## src/sv/hlva_pkg.sv

```systemverilog
`timescale 1ns / 1ps

package hlva_pkg;

  localparam int unsigned DXY_W     = 9;
  localparam int unsigned ANG_W     = 8;
  localparam int unsigned TABLE_BITS = 14;
  localparam int unsigned OUT_CNT_W = 16;

  localparam logic OP_VOTE = 1'b0;
  localparam logic OP_READ = 1'b1;

  localparam int unsigned CFG_IDX_W = 2;
  localparam logic [CFG_IDX_W-1:0] CFG_THRESHOLD = 2'd0;
  localparam logic [CFG_IDX_W-1:0] CFG_CENTRE_X  = 2'd1;
  localparam logic [CFG_IDX_W-1:0] CFG_CENTRE_Y  = 2'd2;
  localparam int unsigned CFG_DATA_W = 16;

  // cos(5j deg), j = 0..18, Q1.14
  localparam int COS_Q14 [19] = '{
    16384, 16322, 16135, 15826, 15396, 14849, 14189, 13421, 12551, 11585,
    10531, 9397, 8192, 6924, 5604, 4240, 2845, 1428, 0
  };

  typedef struct packed {
    logic       op;
    logic [7:0] pixel_x;
    logic [7:0] pixel_y;
    logic       is_white;
    logic [5:0] angle_index;
    logic [7:0] distance_bin;
  } in_item_t;

  typedef struct packed {
    logic [15:0] bin_count;
    logic        above_threshold;
    logic [5:0]  read_angle;
    logic [7:0]  read_distance;
  } out_item_t;

  // item as it travels along the cell chain
  typedef struct packed {
    logic                    vld;
    logic                    op;
    logic signed [DXY_W-1:0] dx;
    logic signed [DXY_W-1:0] dy;
    logic [5:0]              angle;
    logic [7:0]              dist_bin;
  } link_t;

  // scaled cos or sin of angle 5k deg with frac fraction bits
  function automatic int trig_value(int unsigned k, int unsigned frac, bit want_sin);
    int unsigned j;
    bit          flip;
    int          v;
    int          mag;
    bit          neg;
    j    = k % 36;
    flip = ((k / 36) % 2) == 1;
    if (j <= 18) begin
      v = want_sin ? COS_Q14[18 - j] : COS_Q14[j];
    end else begin
      v = want_sin ? COS_Q14[j - 18] : -COS_Q14[36 - j];
    end
    if (flip) begin
      v = -v;
    end
    neg = v < 0;
    mag = neg ? -v : v;
    if (frac >= TABLE_BITS) begin
      mag = mag << (frac - TABLE_BITS);
    end else begin
      mag = (mag + (1 << (TABLE_BITS - frac - 1))) >> (TABLE_BITS - frac);
    end
    return neg ? -mag : mag;
  endfunction

endpackage

```

## src/sv/hlva_cell.sv

```systemverilog
`timescale 1ns / 1ps

module hlva_cell import hlva_pkg::*; #(
  parameter int unsigned K                  = 0,
  parameter int unsigned DISTANCE_BINS      = 201,
  parameter int unsigned COUNT_WIDTH        = 16,
  parameter int unsigned TRIG_FRACTION_BITS = 14
) (
  input  logic                             clk_i,
  input  logic                             rst_ni,
  input  logic                             en_i,
  input  logic                             clr_i,
  input  logic [$clog2(DISTANCE_BINS)-1:0] clr_addr_i,
  input  link_t                            link_i,
  input  logic [COUNT_WIDTH-1:0]           count_i,
  output link_t                            link_o,
  output logic [COUNT_WIDTH-1:0]           count_o
);

  localparam int unsigned AW   = $clog2(DISTANCE_BINS);
  localparam int unsigned XW   = ((AW > 8) ? AW : 8) + 1;
  localparam int unsigned TW   = TRIG_FRACTION_BITS + 2;
  localparam int unsigned PW   = TW + DXY_W;
  localparam int unsigned SW   = PW + 1;
  localparam int unsigned HALF = DISTANCE_BINS / 2;
  localparam logic signed [TW-1:0] COS_K = TW'(trig_value(K, TRIG_FRACTION_BITS, 1'b0));
  localparam logic signed [TW-1:0] SIN_K = TW'(trig_value(K, TRIG_FRACTION_BITS, 1'b1));
  localparam logic [COUNT_WIDTH-1:0] CNT_MAX = '1;

  logic [COUNT_WIDTH-1:0] bank [DISTANCE_BINS];

  // stage 1: products
  link_t                  s1_q;
  logic [COUNT_WIDTH-1:0] s1_cnt_q;
  logic signed [PW-1:0]   s1_pc_q, s1_ps_q;

  // stage 2: bank access
  link_t                  s2_q;
  logic [COUNT_WIDTH-1:0] s2_cnt_q;
  logic                   s2_wr_q, s2_rd_q;
  logic [AW-1:0]          s2_addr_q;
  logic [COUNT_WIDTH-1:0] rdata_q;

  // last write, for back-to-back hits on one bin
  logic                   wr_vld_q;
  logic [AW-1:0]          wr_addr_q;
  logic [COUNT_WIDTH-1:0] wr_data_q;

  link_t                  s3_q;
  logic [COUNT_WIDTH-1:0] s3_cnt_q;

  logic signed [SW-1:0] sum, r_val, pos;
  logic        [SW-1:0] mag, r_mag;
  logic                 neg, in_rng, vote_hit, read_hit;
  logic        [XW-1:0] dist_ext;
  logic        [AW-1:0] addr;
  logic [COUNT_WIDTH-1:0] old_cnt, new_cnt;

  always_comb begin
    sum      = SW'(s1_pc_q) + SW'(s1_ps_q);
    neg      = sum[SW-1];
    mag      = neg ? SW'(-sum) : SW'(sum);
    r_mag    = mag >> TRIG_FRACTION_BITS;
    r_val    = neg ? -$signed(r_mag) : $signed(r_mag);
    pos      = r_val + SW'(HALF);
    in_rng   = !pos[SW-1] && (pos < SW'(DISTANCE_BINS));
    dist_ext = XW'(s1_q.dist_bin);
    vote_hit = s1_q.vld && (s1_q.op == OP_VOTE) && in_rng;
    read_hit = s1_q.vld && (s1_q.op == OP_READ) && (ANG_W'(s1_q.angle) == ANG_W'(K))
               && (dist_ext < XW'(DISTANCE_BINS));
    addr     = (s1_q.op == OP_VOTE) ? pos[AW-1:0] : dist_ext[AW-1:0];
  end

  always_comb begin
    old_cnt = (wr_vld_q && (wr_addr_q == s2_addr_q)) ? wr_data_q : rdata_q;
    if (s2_q.op == OP_READ) begin
      new_cnt = '0;
    end else if (old_cnt == CNT_MAX) begin
      new_cnt = old_cnt;
    end else begin
      new_cnt = old_cnt + 1'b1;
    end
  end

  always_ff @(posedge clk_i or negedge rst_ni) begin
    if (!rst_ni) begin
      s1_q      <= '0;
      s1_cnt_q  <= '0;
      s1_pc_q   <= '0;
      s1_ps_q   <= '0;
      s2_q      <= '0;
      s2_cnt_q  <= '0;
      s2_wr_q   <= 1'b0;
      s2_rd_q   <= 1'b0;
      s2_addr_q <= '0;
      wr_vld_q  <= 1'b0;
      wr_addr_q <= '0;
      wr_data_q <= '0;
      s3_q      <= '0;
      s3_cnt_q  <= '0;
    end else if (en_i) begin
      s1_q      <= link_i;
      s1_cnt_q  <= count_i;
      s1_pc_q   <= PW'(link_i.dx) * PW'(COS_K);
      s1_ps_q   <= PW'(link_i.dy) * PW'(SIN_K);

      s2_q      <= s1_q;
      s2_cnt_q  <= s1_cnt_q;
      s2_wr_q   <= vote_hit || read_hit;
      s2_rd_q   <= read_hit;
      s2_addr_q <= addr;

      wr_vld_q  <= s2_wr_q;
      wr_addr_q <= s2_addr_q;
      wr_data_q <= new_cnt;

      s3_q      <= s2_q;
      s3_cnt_q  <= s2_rd_q ? old_cnt : s2_cnt_q;
    end
  end

  always_ff @(posedge clk_i) begin
    if (en_i) begin
      rdata_q <= bank[addr];
    end
    if (clr_i) begin
      bank[clr_addr_i] <= '0;
    end else if (en_i && s2_wr_q) begin
      bank[s2_addr_q] <= new_cnt;
    end
  end

  assign link_o  = s3_q;
  assign count_o = s3_cnt_q;

endmodule
```

## config.mk

```make
export PLATFORM = sky130hd
export DESIGN_NAME = hlva_cell
export DESIGN_NICKNAME = d
export VERILOG_FILES = /design/src/sv/hlva_pkg.sv /design/src/sv/hlva_cell.sv
export SDC_FILE = /design/constraint.sdc
export NUM_CORES = 2
export LEC_CHECK = 0
export BUFFER_PORTS_ARGS = -buffer_cell sky130_fd_sc_hd__buf_4
export CELL_PAD_IN_SITES_DETAIL_PLACEMENT = 1
export CELL_PAD_IN_SITES_GLOBAL_PLACEMENT = 1
export CORE_AREA = 3 3 446 780
export CTS_CLUSTER_DIAMETER = 50
export DETAILED_ROUTE_END_ITERATION = 16
export DIE_AREA = 0 0 449 783
export PLACE_DENSITY_LB_ADDON = 0.2
export RECOVER_POWER = 50
export SETUP_SLACK_MARGIN = 0.1
export SLEW_MARGIN = 20
export SYNTH_ARGS = -nofsm -noshare
export SYNTH_HDL_FRONTEND = slang
export SYNTH_SLANG_ARGS = --single-unit
export TNS_END_PERCENT = 30
```

## constraint.sdc

```tcl
create_clock -name clk_i -period 21.1 [get_ports clk_i]
set_clock_uncertainty 0.15 [all_clocks]
set_input_delay 6.33 -clock clk_i [delete_from_list [all_inputs] [get_ports clk_i]]
set_output_delay 6.33 -clock clk_i [all_outputs]
set_load 0.03 [all_outputs]
```

==> summary by stage <==
STA
Setup violations remaining at the end of the flow were counted as 0. The worst path meets setup with between 5 and 6 ns of slack. The minimum period implied by the final worst setup slack is roughly 15 ns. The final number of hold-violating endpoints is 0. The final critical-path share of the clock period is 0.725.

The max-slew headroom at the worst pin is -3.48. The post-route setup TNS is 0 ns. Setup repair after global routing left no endpoint under its margin. For the pin with the worst max-slew slack, the measured transition is 6.72 ns. The number of max-slew violations in the final report is between 1000 and 1500. The upper clock frequency limit is 0.0653 GHz.

Cells and area
The final layout contains about 10000 nets. The final cell count without fillers is around 15000. Once layout is done, the placed cells without fillers occupy about 150000 sq um. Of the cells placed in the final design, the portion with a size suffix greater than 1 is 0.114. The filler cells instantiated in the layout total approximately 34000. The library cells used most frequently in the layout, excluding fill and tap cells, are sky130_fd_sc_hd__edfxtp_1, sky130_fd_sc_hd__nand2_1, sky130_fd_sc_hd__nand3_1, sky130_fd_sc_hd__clkbuf_16, sky130_fd_sc_hd__buf_4. The layout overhead on the synthesized area is 12.1%. Leaving out fill and tap cells, the most frequent cell in the layout is sky130_fd_sc_hd__edfxtp_1.

Die
After floorplanning, the core was divided into roughly 280 placement rows. The die footprint is approximately 350000 sq um. For this configuration, the core starts out at a cell density of 0.400. The horizontal die dimension is 449 microns. The area of the core is between 300000 and 400000 sq um. The floorplan step set the die height to 783 microns.

The number of I/O pins is 112.

Critical path
The number of cells traversed by the worst register-to-register path is 17. The reg2reg setup slack is 7.42 ns. The required time of the worst setup path is around 21 ns. The launch point of the worst reg-to-reg path is s1_q[24]. STA classifies the critical path endpoint as a register. The endpoint identified for the worst register-to-register timing path is rdata_q[5]. The critical path is of the input port to register type. The worst setup path is launched from an input port. The peak fanout along the critical path is a little over 60. The arrival time reported for the critical path endpoint is between 15 and 20 ns.

Yosys
Synthesis produced a netlist with a net count of roughly 10000. The portion of the post-synthesis area used by sequential elements is 0.744. After synthesis the netlist holds a flip-flop and latch count of about 3400. The distinct cell type count of the synthesized netlist is 85. The most used flip-flop cell after synthesis is sky130_fd_sc_hd__edfxtp_1. During synthesis, Yosys emitted a total of 0 warnings. Of all flip-flops after synthesis, the portion carrying an async set or reset was 0.0541. Counting every instance in the synthesized netlist gives ~9900. The cell area after synthesis is around 140000 sq um. Yosys mapped a number of flops with a built-in enable equal to approximately 3200. In this run the mean area of a mapped cell was 13.8 sq um.

Global routing
The pin count of the biggest net entering global routing is roughly 150. The first-pass GRT wire length is between 600000 and 700000 microns. Across every metal layer, demand over resource in global routing totals 0.263. The initial antenna violation count is 23. The global route total overflow is 0.

The number of global-route vias before repair came to 89100.

Worst hold path
Along the worst hold path, the cell count comes to 1. The end point of the most critical hold path is count_o[5]. The type of the most critical hold path is register to register. The startpoint identified for the worst hold timing path is count_o[5].

Placed design
In this run, placement finished with an instance count of 14300. The last weighted congestion value of the routability-driven placer is between 0.9 and 1. Prior to clock tree synthesis, the placed netlist has a worst setup slack of slightly below 10 ns. The number of port buffers is 111. The placed cell area is roughly 140000 sq um. The estimated wirelength of the detail-placed design is ~290000 microns.

Clock network
After clock tree synthesis, the flow added hold-fix buffers numbering 0. TritonCTS built the clock tree. The count of clock tree sinks is around 3400. The number of buffers added by the clock tree synthesis step is 312. The H-tree generated during clock tree synthesis spans 5 levels.

Once the clock tree was built, the resizer swapped 0 gates to a different size. The cell chosen for the clock root is sky130_fd_sc_hd__clkbuf_16. The clock reaches the later pin of the worst-skew pair after roughly 0.91 ns. The maximum buffer depth of the clock tree is 4.

Clock-pin slew was measured on the worst setup and hold paths at around 0.06 ns. The number of setup buffers added after CTS is 0.

Routing
The detailed-router iteration count before antenna repair is 6. In this run the remaining antenna-violating nets after routing total 0. The via total after detailed routing is around 86000.

Dividing the detail-routed wire length by the instance count gives between 30 and 40 microns. The DRC marker count from the first detailed-route iteration is roughly 8500. Summed over all layers, the routed wires come to 471000 microns. The DRC violations left is 0. The number of vias per cell after detailed routing is slightly below 6.

Status
The run finished, with violations left. The final reports fail on max-capacitance violations, max-slew violations.

Power and ir drop
The standby leakage power is between 50 and 60 nW. The part of the total power dissipated in combinational logic is 0.211. The internal power of the cells totals about 11 mW. The completed layout was analyzed and its total power is about 17 mW. The share of total power dissipated in the clock network is 0.339. The power per cell area is roughly 110 nW/um^2. The maximum ir drop on the vdd rail is a little over 0.07 mV. The sequential share of power is 0.451. Of the total power, the share spent switching nets is 0.317. The switching power of the nets is about 5.3 mW.

Flow run
The tool flagged a number of max-cap violations equal to 36.
-- sequential cells by signal, summed over array words and instances, names as in the netlist --
name / flops
s1_q: 26
s2_cnt_q: 16
s2_addr_q: 8
wr_vld_q: 1
link_o: 34
count_o: 16
rdata_q: 16
wr_data_q: 16
s1_cnt_q: 16
s2_rd_q: 1
s2_q: 34
wr_addr_q: 8
s2_wr_q: 1
dist_ext: 8
bank: 3216
-- through the flow --
| step | hold WS (ns) | util |
|---|---|---|
| floorplan | 0.307 | - |
| global placement | 0.315 | 0.421 |
| detailed placement | 0.320 | 0.421 |
| CTS | 0.333 | 0.450 |
| global route | 0.338 | 0.448 |
| finish | 0.325 | 0.448 |
-- worst max-delay path, stage by stage --
cell and delay (ns):
sky130_fd_sc_hd__clkbuf_1 2.23, sky130_fd_sc_hd__nand2_1 0.57, sky130_fd_sc_hd__or3_1 0.58, sky130_fd_sc_hd__clkbuf_1 0.59, sky130_fd_sc_hd__nor2_1 2.06, sky130_fd_sc_hd__clkbuf_1 2.14
sky130_fd_sc_hd__buf_4 0.94
-- cells in the mapped netlist (all sizes together), types with 7 or more instances --
master / count / area share
o211ai: 14 / 0.00077
nand3: 1567 / 0.057
nor3: 52 / 0.0020
o21a: 7 / 0.00038
dfrtp: 185 / 0.034
a221oi: 36 / 0.0023
a211oi: 47 / 0.0026
mux2i: 153 / 0.011
a311oi: 21 / 0.0014
a31oi: 121 / 0.0055
nand4: 40 / 0.0018
o32ai: 10 / 0.00064
xnor2: 16 / 0.0010
edfxtp: 3232 / 0.71
a22oi: 76 / 0.0042
nor2: 282 / 0.0078
nand3b: 14 / 0.00077
a32oi: 54 / 0.0035
or3: 11 / 0.00050
a41oi: 23 / 0.0015
and3: 69 / 0.0032
inv: 14 / 0.00038
o2bb2ai: 18 / 0.0012
buf: 250 / 0.0078
mux4: 160 / 0.026
nand2: 2505 / 0.069
o21ai: 48 / 0.0018
a31o: 10 / 0.00064
xor2: 11 / 0.00070
nand2b: 9 / 0.00041
mux2: 156 / 0.013
o31ai: 9 / 0.00059
clkbuf: 423 / 0.012
a41o: 7 / 0.00051
a21o: 22 / 0.0012
a211o: 9 / 0.00058
a21oi: 104 / 0.0038
o311a: 7 / 0.00051
o22ai: 70 / 0.0032
-- worst max path at each step --
stage / end / startpoint / slack, ns / cells after the start
2_1_floorplan: bank[0][12] / en_i / 3.84 / 6
3_3_place_gp: bank[3][13] / en_i / 9.97 / 8
3_5_place_dp: bank[3][13] / en_i / 9.73 / 8
4_1_cts: bank[19][13] / en_i / 10.69 / 8
5_1_grt: bank[18][6] / en_i / 5.25 / 7
6_report: bank[21][6] / en_i / 5.80 / 7
-- cell type report --
| cell class | instances | area (sq um) | share of cell area |
|---|---|---|---|
| Sequential cell | 3417 | 102000 | 0.663 |
| Multi-Input combinational cell | 5834 | 32700 | 0.213 |
| Clock buffer | 385 | 8210 | 0.0535 |
| Tap cell | 4576 | 5730 | 0.0373 |
| Timing Repair Buffer | 474 | 3260 | 0.0213 |
| Clock inverter | 175 | 1650 | 0.0108 |
| Inverter | 14 | 52.6 | 0.000343 |
| Antenna cell | 12 | 30.0 | 0.000196 |
-- cell families after synthesis --
logic type | share of synthesized area
and+or+nand+nor | 0.145
DFF | 0.744
AOI/OAI and AO/OA | 0.0392
buffers and inverters | 0.0198
muxes | 0.0504
xor gates and xnor gates | 0.00173
adders and majority gates | 0.000549
-- power by group through the flow --
stage	Clock [mW]	Combinational, mW	Sequential, mW
after floorplan	0	1.79	7.67
after global placement	0	3.47	7.67
after detailed placement	0	3.52	7.68
after CTS	5.77	3.53	7.53
after global routing	6.02	3.67	7.54
final	5.66	3.52	7.53
-- routing by layer --
layer  GRT usage  vias to the layer above  part of all wire
li1            -                    37200                 -
met1       0.304                    45300              0.36
met2       0.459                     2961              0.51
met3      0.0327                      915             0.053
met4       0.170                        8             0.076
met5           0                        -           0.00012
Power figures use the tool's default switching activity.
